$ cat src/hw/rtl/backslash_escape_decoder_macros.svh
// Assertion macros shared by the decoder RTL.
`ifndef BACKSLASH_ESCAPE_DECODER_MACROS_SVH
`define BACKSLASH_ESCAPE_DECODER_MACROS_SVH
`ifndef ASSERT_OFF
// The property must hold at every clock edge outside of reset.
`define BED_ASSERT(lbl, clk, rstn, prop) \
    lbl: assert property (@(posedge clk) disable iff (!(rstn)) (prop)) \
        else $error("assertion failed");
// The consequent must hold in the clock cycle after the antecedent.
`define BED_ASSERT_NEXT(lbl, clk, rstn, ante, cons) \
    lbl: assert property (@(posedge clk) disable iff (!(rstn)) (ante) |=> (cons)) \
        else $error("assertion failed");
`else
`define BED_ASSERT(lbl, clk, rstn, prop)
`define BED_ASSERT_NEXT(lbl, clk, rstn, ante, cons)
`endif
`endif

$ cat src/hw/rtl/bed_pkg.sv
`default_nettype none
package bed_pkg;

    typedef enum logic [1:0] {
        MODE_PLAIN = 2'd0,
        MODE_ESC   = 2'd1,
        MODE_OCT   = 2'd2,
        MODE_HEX   = 2'd3
    } mode_t;

    localparam logic [7:0] CH_BSL  = 8'h5C;
    localparam logic [7:0] CH_N    = 8'h6E;
    localparam logic [7:0] CH_R    = 8'h72;
    localparam logic [7:0] CH_T    = 8'h74;
    localparam logic [7:0] CH_X    = 8'h78;
    localparam logic [7:0] CH_0    = 8'h30;
    localparam logic [7:0] CH_7    = 8'h37;
    localparam logic [7:0] CH_9    = 8'h39;
    localparam logic [7:0] CH_LA   = 8'h61;
    localparam logic [7:0] CH_LF   = 8'h66;
    localparam logic [7:0] CH_UA   = 8'h41;
    localparam logic [7:0] CH_UF   = 8'h46;
    localparam logic [7:0] CH_NL   = 8'h0A;
    localparam logic [7:0] CH_CR   = 8'h0D;
    localparam logic [7:0] CH_TAB  = 8'h09;

    // Digit count at which a run is complete, minus one.
    localparam logic [1:0] OCT_LAST_IDX = 2'd2;
    localparam logic [1:0] HEX_LAST_IDX = 2'd1;

    typedef struct packed {
        logic       ok;
        logic [3:0] val;
    } hex_digit_t;

    function automatic hex_digit_t hex_decode(input logic [7:0] b);
        hex_digit_t r;
        r.ok  = 1'b1;
        r.val = 4'd0;
        if (b >= CH_0 && b <= CH_9) begin
            r.val = b[3:0];
        end else if ((b >= CH_LA && b <= CH_LF) || (b >= CH_UA && b <= CH_UF)) begin
            r.val = 4'(b[2:0] + 3'd1) + 4'd8;
        end else begin
            r.ok = 1'b0;
        end
        return r;
    endfunction

endpackage
`default_nettype wire

$ cat src/hw/rtl/backslash_escape_decoder.sv
// Backslash escape decoder, one text byte per input beat.
// Latency: a result is offered on m_ the cycle after its input beat is taken.
// Throughput: one input beat per cycle while m_tready is high; a beat that yields
// two result beats holds s_tready low while the two-entry result buffer drains.
// Reset: aresetn is synchronous, active low; it empties the result buffer and
// returns the decoder to plain text mode with a cleared digit run.
`default_nettype none
module backslash_escape_decoder (
    input  wire logic       aclk,
    input  wire logic       aresetn,
    input  wire logic       s_tvalid,
    output logic            s_tready,
    input  wire logic [7:0] s_tdata,   // [7:0] in_byte
    input  wire logic       s_tlast,   // in_last
    output logic            m_tvalid,
    input  wire logic       m_tready,
    output logic [7:0]      m_tdata,   // [7:0] out_byte
    output logic            m_tlast    // out_last
);
    import bed_pkg::*;
    `include "backslash_escape_decoder_macros.svh"

    mode_t      mode_reg, mode_next;
    logic [1:0] dcnt_reg, dcnt_next;
    logic [7:0] acc_reg, acc_next;

    // Result buffer: up to two beats from one input beat.
    logic [1:0] cnt_reg, cnt_next;
    logic [7:0] q0_byte_reg, q0_byte_next, q1_byte_reg, q1_byte_next;
    logic       q0_last_reg, q0_last_next, q1_last_reg, q1_last_next;

    logic       push, pop;
    logic [7:0] res [2];
    logic [1:0] nres;
    logic       do_plain;
    hex_digit_t hd;

    assign s_tready = (cnt_reg == 2'd0) || (cnt_reg == 2'd1 && m_tready);
    assign m_tvalid = (cnt_reg != 2'd0);
    assign m_tdata  = q0_byte_reg;
    assign m_tlast  = q0_last_reg;
    assign push     = s_tvalid && s_tready;
    assign pop      = m_tvalid && m_tready;
    assign hd       = hex_decode(s_tdata);

    always_comb begin
        mode_next = mode_reg;
        dcnt_next = dcnt_reg;
        acc_next  = acc_reg;
        res[0]    = 8'h00;
        res[1]    = 8'h00;
        nres      = 2'd0;
        do_plain  = 1'b0;

        unique case (mode_reg)
            MODE_PLAIN: begin
                do_plain = 1'b1;
            end
            MODE_ESC: begin
                mode_next = MODE_PLAIN;
                unique case (s_tdata)
                    CH_BSL: begin
                        res[0] = CH_BSL;
                        nres   = 2'd1;
                    end
                    CH_N: begin
                        res[0] = CH_NL;
                        nres   = 2'd1;
                    end
                    CH_R: begin
                        res[0] = CH_CR;
                        nres   = 2'd1;
                    end
                    CH_T: begin
                        res[0] = CH_TAB;
                        nres   = 2'd1;
                    end
                    CH_0: begin
                        mode_next = MODE_OCT;
                        dcnt_next = 2'd0;
                        acc_next  = 8'h00;
                    end
                    CH_X: begin
                        mode_next = MODE_HEX;
                        dcnt_next = 2'd0;
                        acc_next  = 8'h00;
                    end
                    default: begin
                        res[0] = CH_BSL;
                        res[1] = s_tdata;
                        nres   = 2'd2;
                    end
                endcase
            end
            MODE_OCT: begin
                if (s_tdata >= CH_0 && s_tdata <= CH_7) begin
                    acc_next  = {acc_reg[4:0], s_tdata[2:0]};
                    dcnt_next = dcnt_reg + 2'd1;
                    if (dcnt_reg == OCT_LAST_IDX) begin
                        mode_next = MODE_PLAIN;
                        res[0]    = acc_next;
                        nres      = 2'd1;
                    end
                end else begin
                    res[0]   = acc_reg;
                    nres     = 2'd1;
                    do_plain = 1'b1;
                end
            end
            MODE_HEX: begin
                if (hd.ok) begin
                    acc_next  = {acc_reg[3:0], hd.val};
                    dcnt_next = dcnt_reg + 2'd1;
                    if (dcnt_reg == HEX_LAST_IDX) begin
                        mode_next = MODE_PLAIN;
                        res[0]    = acc_next;
                        nres      = 2'd1;
                    end
                end else begin
                    // An empty hex run stands for a plain x.
                    res[0]   = (dcnt_reg != 2'd0) ? acc_reg : CH_X;
                    nres     = 2'd1;
                    do_plain = 1'b1;
                end
            end
            default: begin
                mode_next = MODE_PLAIN;
            end
        endcase

        if (do_plain) begin
            if (s_tdata == CH_BSL && !s_tlast) begin
                mode_next = MODE_ESC;
            end else begin
                mode_next    = MODE_PLAIN;
                res[nres[0]] = s_tdata;
                nres         = nres + 2'd1;
            end
        end

        // On the last byte a pending run or escape is flushed.
        if (s_tlast) begin
            if (mode_next == MODE_OCT) begin
                res[nres[0]] = acc_next;
                nres         = nres + 2'd1;
            end else if (mode_next == MODE_HEX) begin
                res[nres[0]] = (dcnt_next != 2'd0) ? acc_next : CH_X;
                nres         = nres + 2'd1;
            end else if (mode_next == MODE_ESC) begin
                res[nres[0]] = CH_BSL;
                nres         = nres + 2'd1;
            end
            mode_next = MODE_PLAIN;
            dcnt_next = 2'd0;
            acc_next  = 8'h00;
        end
    end

    always_comb begin
        cnt_next     = cnt_reg;
        q0_byte_next = q0_byte_reg;
        q0_last_next = q0_last_reg;
        q1_byte_next = q1_byte_reg;
        q1_last_next = q1_last_reg;
        if (push) begin
            // s_tready guarantees the buffer is empty once this cycle's pop is done.
            cnt_next     = nres;
            q0_byte_next = res[0];
            q0_last_next = s_tlast && (nres == 2'd1);
            q1_byte_next = res[1];
            q1_last_next = s_tlast;
        end else if (pop) begin
            cnt_next     = cnt_reg - 2'd1;
            q0_byte_next = q1_byte_reg;
            q0_last_next = q1_last_reg;
        end
    end

    always_ff @(posedge aclk) begin
        if (!aresetn) begin
            mode_reg <= MODE_PLAIN;
            dcnt_reg <= 2'd0;
            acc_reg  <= 8'h00;
            cnt_reg  <= 2'd0;
        end else begin
            if (push) begin
                mode_reg <= mode_next;
                dcnt_reg <= dcnt_next;
                acc_reg  <= acc_next;
            end
            cnt_reg <= cnt_next;
        end
    end

    always_ff @(posedge aclk) begin
        q0_byte_reg <= q0_byte_next;
        q0_last_reg <= q0_last_next;
        q1_byte_reg <= q1_byte_next;
        q1_last_reg <= q1_last_next;
    end

    `BED_ASSERT(a_cnt_range, aclk, aresetn, cnt_reg != 2'd3)
    `BED_ASSERT_NEXT(a_last_gives_result, aclk, aresetn, push && s_tlast, cnt_reg != 2'd0)
    `BED_ASSERT_NEXT(a_last_clears_state, aclk, aresetn, push && s_tlast,
                     mode_reg == MODE_PLAIN && dcnt_reg == 2'd0 && acc_reg == 8'h00)
    `BED_ASSERT(a_last_on_final, aclk, aresetn, !(cnt_reg == 2'd2 && q0_last_reg))

endmodule
`default_nettype wire
$ cat config.mk
export PLATFORM = sky130hd
export DESIGN_NAME = backslash_escape_decoder
export DESIGN_NICKNAME = d
export VERILOG_FILES = /design/src/hw/rtl/bed_pkg.sv /design/src/hw/rtl/backslash_escape_decoder.sv
export VERILOG_INCLUDE_DIRS = /design/src /design/src/hw/rtl
export SDC_FILE = /design/constraint.sdc
export NUM_CORES = 1
export LEC_CHECK = 0
export BUFFER_PORTS_ARGS = -buffer_cell sky130_fd_sc_hd__buf_2
export CORE_ASPECT_RATIO = 0.8
export CORE_UTILIZATION = 26
export DETAILED_ROUTE_END_ITERATION = 12
export SYNTH_ARGS = -nofsm -noshare
export SYNTH_HDL_FRONTEND = slang
export SYNTH_SLANG_ARGS = --single-unit
$ cat constraint.sdc
create_clock -name aclk -period 4.6 [get_ports aclk]
set_clock_uncertainty 0.1 [all_clocks]
set_input_delay 0.23 -clock aclk [delete_from_list [all_inputs] [get_ports aclk]]
set_output_delay 0.23 -clock aclk [all_outputs]
set_load 0.05 [all_outputs]
=== After elaboration in Yosys (flattened, before gate mapping) ===
Cells that the tools add are included.

* Multiplexer cells: 67
* Equal/unequal tests: 16
* Reductions and logical operators: 23
* $add $sub $neg: 6
* Bitwise operators: 5
* Order comparisons: 11

{| class="wikitable"
|+ Operator list
! operator !! number
|-
| 2-to-1 mux 8 bit || 16
|-
| 2-to-1 mux 16 bit || 6
|-
| bitwise mux 16 bit || 3
|-
| case mux 8 bit (3 select lines) || 2
|-
| == test 8 x 7 -> 1 bit (second input constant) || 5
|-
| 2-to-1 mux 2 bit || 19
|-
| case mux 7 bit (4 select lines) || 1
|-
| case mux 2 bit (3 select lines) || 3
|-
| demux 8 bit (select 1 bit) || 2
|-
| greater-or-equal comparator 8 x 7 -> 1 bit (second input constant) || 2
|-
| <= comparator 8 x 6 -> 1 bit (second input constant) || 2
|-
| <= comparator 8 x 7 -> 1 bit (second input constant) || 2
|-
| logical AND 1 bit || 11
|-
| == test 2 x 1 -> 1 bit (second input constant) || 5
|-
| == test 2 bit (second input constant) || 5
|-
| 2-to-1 mux 1 bit || 10
|-
| AND 8 bit || 1
|-
| == test 8 x 6 -> 1 bit (second input constant) || 1
|-
| greater-or-equal comparator 8 x 6 -> 1 bit (second input constant) || 1
|-
| 2-to-1 mux 4 bit || 2
|-
| inverter 8 bit || 1
|-
| bitwise OR 8 bit || 1
|-
| case mux 2 bit (2 select lines) || 2
|-
| nonzero test 2 bit || 4
|-
| other kinds (14) || 21
|}

* Word-level logic and storage cells: 136
* Output and inout port bits: 11
* Register bits after elaboration: 32
* Input port bits: 13

=== Logic depth before layout (Yosys ltp) ===
* Word-level depth: 22
* Mapped depth: 12
* Gate-level depth less buffers: 10

=== Worst setup path before layout ===
No wires, ideal clock.

* Kind: input to register
* Start: input s_tdata[0]
* End: register q0_byte_reg[3] (netlist: m_tdata[3]) (data pin)
* Setup slack: 1.733 ns
* Arrival: 2.499 ns
* Setup time: 0.268 ns
* Data required time: 4.232 ns
* Path buffers: 1
* Cell stages on the path: 11
* Cell sequence: clkbuf_1 inv_1 ha_1 nor3b_1 or4_4 o21ai_2 mux2i_1 a211oi_2 o31ai_2 nor4_2 nor3_1

* Word-level cells in the longest chain between the ends: 21
* Elaborated cells between the ends (all ways): 84
* Classes of those cells: add/sub (3); order compare (11); eq/ne (9); mux (47); bitwise (3); reduce/logical (11)

{| class="wikitable"
|+ RTL lines
! what !! RTL line !! source
|-
| start, declared || backslash_escape_decoder.sv:13 || <nowiki>input wire logic [7:0] s_tdata,</nowiki>
|-
| greater-or-equal comparator 8 x 7 -> 1 bit / <= comparator 8 x 7 -> 1 bit (equally long branches) || bed_pkg.sv:42 || <nowiki>end else if ((b >= CH_LA && b <= CH_LF) || (b >= CH_UA && b <= CH_UF)) begin</nowiki>
|-
| logical AND 1 bit || bed_pkg.sv:42 ||
|-
| logical OR 1 bit || bed_pkg.sv:42 ||
|-
| 2-to-1 mux 1 bit || bed_pkg.sv:42 ||
|-
| 2-to-1 mux 1 bit || bed_pkg.sv:40 || <nowiki>if (b >= CH_0 && b <= CH_9) begin</nowiki>
|-
| 2-to-1 mux 2 bit || backslash_escape_decoder.sv:111 || <nowiki>if (hd.ok) begin</nowiki>
|-
| case mux 2 bit (3 select lines) || backslash_escape_decoder.sv:55 || <nowiki>unique case (mode_reg)</nowiki>
|-
| adder 2 x 1 -> 2 bit / inverter 1 -> 2 bit (equally long branches) || backslash_escape_decoder.sv:137, backslash_escape_decoder.sv:136 ||
|-
| (+6 left out) || n/a ||
|-
| demux 8 bit (select 1 bit) / 2-to-1 mux 16 bit (equally long branches) || n/a ||
|-
| bitwise OR 8 bit (no source line) || n/a ||
|-
| 2-to-1 mux 16 bit || backslash_escape_decoder.sv:149 || <nowiki>end else if (mode_next == MODE_ESC) begin</nowiki>
|-
| 2-to-1 mux 16 bit || backslash_escape_decoder.sv:146 || <nowiki>end else if (mode_next == MODE_HEX) begin</nowiki>
|-
| 2-to-1 mux 16 bit || backslash_escape_decoder.sv:143 || <nowiki>if (mode_next == MODE_OCT) begin</nowiki>
|-
| 2-to-1 mux 16 bit (*) || backslash_escape_decoder.sv:142 || <nowiki>if (s_tlast) begin</nowiki>
|-
| 2-to-1 mux 8 bit (*) || backslash_escape_decoder.sv:165 || <nowiki>if (push) begin</nowiki>
|-
| via q0_byte_next[3] || backslash_escape_decoder.sv:29 || <nowiki>logic [7:0] q0_byte_reg, q0_byte_next, q1_byte_reg, q1_byte_next;</nowiki>
|-
| end signal, assigned || backslash_escape_decoder.sv:196 || <nowiki>q0_byte_reg <= q0_byte_next;</nowiki>
|-
| end, declared || backslash_escape_decoder.sv:29 ||
|}

Mark *: on every way through the listed nets, which the timed path passes. The rest lies on a longest branch.
A chain may end at the register's enable or synchronous reset.

=== Worst setup path in the final report ===
Ends and elaborated chain as after synthesis.

==> impl_metrics.yaml <==
run_status:
  status: "complete, no violations"
critical_path:
  end_kind: "flop"
  crit_path_cell_trace: "buf_2 -> inv_1 -> ha_1 -> nor3b_1 -> or4_4 -> o21ai_2 -> mux2i_1 -> a211oi_2 -> o31ai_2 -> nor4_2 -> nor3_1"
  slowest_stage: "o21ai_2"
  crit_arrival_ps: 3250
  crit_buf_inv: 2
  worstSetupPathType: "in -> reg"
  required_ps: 4520
  cp_max_fo: 13
  slowest_delay_ps: 550
  path_delay_family: "compound AO/OA/AOI/OAI gates"
  crit_path_start_kind: "primary input"
clock_tree:
  hold_buffers: 0
  path_clk_slew_ps: 50
  clock-root-buffer: "clkbuf_16"
  cts_sinks: 32
  cts_resized: 0
  clock_latency_ps: 280
  cts_tree: "yes"
  htree_levels: 2
  cts.path.max_buffers: 2
  cts_buffers: 5
  post_cts_buffers: 0
timing:
  fmax_mhz: 299
  setup_ws_ps: 1260
  tightestPinTransition_ps: 892
  rsz0062_at_grt: "no"
  period_needed_ps: 3340
  slew_violations: 0
  whs_ps: 181
  hold_viol: 0
  slew_headroom_pct: 39.0
  period_share_pct: 72.6
  tns_ps: 0
  finalSetupViolations: 0
floorplan:
  die_h_um: 93.2
  core-area_mm2: 0.00985
  fp.dieW_um: 116
  ioPinCount: 24
  rows: 32
  dieArea_mm2: 0.0108
  start_util_pct: 27.4
power_and_ir_drop:
  p_seq_share_pct: 35.7
  internal-power_uw: 669
  vdd_drop_max_uv: 170
  cellPowerDensity_mw_per_mm2: 327
  power_switching_uw: 339
  leakage_nw: 1.01
  power_frac_clock_pct: 37.1
  switching_share_pct: 33.6
  comb_power_share_pct: 27.2
  p_total_mw: 1.01
placement:
  dpl.cell_count: 481
  dp.final_hpwl_mm: 6.17
  place_congestion: 0.967
  place_area_mm2: 0.00292
  port_buffers: 23
  pre_cts_slack_ps: 1090
route:
  wire_per_inst_um: 17.2
  drtAntennaViolNets: 0
  dr.pass1.iters: 7
  totalWireLength_mm: 8.43
  drc: 0
  vias: 2820
  avgViaCountPerCell: 5.77
  first_iter_violations: 555
synthesis:
  synth_top_area_share_pct: 20.0
  netlist_area_mm2: 0.00270
  synth_area_leaders: "edfxtp_1, dfxtp_1, nand2_1"
  avgSynthCellArea_um2: 7.90
  synth.largest_area_cell: "edfxtp_1"
  synthCells: 342
  ys_top_cells_by_count: "nand2_1, nor2_1, o21ai_0, a21oi_1, nor2b_1"
  ys_seq_area_share_pct: 30.4
  synth_edf_count: 18
  async_reset_ff_share_pct: 0
  synth_most_common_cell: "nand2_1"
  synth_cell_types: 66
  synthFlopType: "edfxtp_1"
  synth_seq_cells: 32
  ys_warn_count: 0
  syn_nets: 364
worst_hold_path:
  hp-class: "in -> reg"
finish:
  area_growth_pct: 14.0
  postLayoutCoreUtil_pct: 31.3
  antenna_cells: 0
  stdcell_count: 489
  fin_nets: 374
  drive_gt1_share_pct: 13.6
  design_area_mm2: 0.00308
flow_run:
  maxCapViolCount: 0
grt:
  grt_pass1_vias: 2456
  overflow: 0
  antenna_found_initial: 0
  grt_pass1_wl_mm: 13.4
  grt_max_degree: 27
  track_usage_pct: 16.3
-- power by group through the flow --
stage	registers, mW	logic [mW]	clock network [mW]
2_1_floorplan	0.438	0.135	0
3_3_place_gp	0.366	0.270	0
3_5_place_dp	0.366	0.274	0
4_1_cts	0.361	0.273	0.378
5_1_grt	0.365	0.295	0.395
6_report	0.360	0.274	0.374
-- per-layer routing --
layer	track usage, %	routed length [um]
met1	23.4	3720
met2	23.3	3620
met3	3.43	890
met4	6.62	203
met5	0	0
-- path summary, 6_finish.rpt --
check | startpoint | to | slack (ps) | depth (start not counted)
worst max-delay path | s_tdata[0] | m_tdata[3] | 1260 | 11
worst min-delay path | s_tlast | q1_last_reg | 180 | 1
worst max register to register | mode_reg[1] | m_tdata[3] | 1570 | 6
worst min register to register | q1_last_reg | m_tlast | 420 | 2
-- layout by cell type, fill, tap and decap left out, types with 4 or more instances in the layout --
cell       instances
dfxtp_1           14
nand3_1           12
a21oi_1           22
or3_1              4
nand2_1           34
buf_2             23
o22ai_1            4
nor2_1            28
clkbuf_16          5
a22oi_1           11
buf_4              5
nor2b_1           20
a211oi_1           7
o21ai_0           24
mux2i_1            4
ha_1               9
inv_1             13
nor3_1            19
o211ai_1           4
edfxtp_1          18
-- kinds of logic (layout without fill, tap and decap cells) --
| family | after synthesis | after routing | share of synthesized area, % |
|---|---|---|---|
| mux | 5 | 5 | 1.90 |
| simple gates | 141 | 141 | 27.5 |
| buf+inv | 38 | 49 | 5.84 |
| compound gates | 117 | 117 | 30.2 |
| flops | 32 | 32 | 30.4 |
| fa+ha+maj | 9 | 9 | 4.17 |
-- area by class of cell --
class                   instances  area, um2
well taps                     136        170
inverters                      13       48.8
flip-flops and latches         32        821
fillers                      1042       6770
multi-input cells             272       1720
clock buffers                   6        129
clock inverters                 2       35.0
repair buffers                 28        153
-- worst register-to-register path: cells and delay by family, from the launching register on --
family | cells | cell delay [ps]
simple gates | 4 | 1190
flops | 1 | 720
compound gates | 2 | 760
Power figures use the tool's default switching activity.
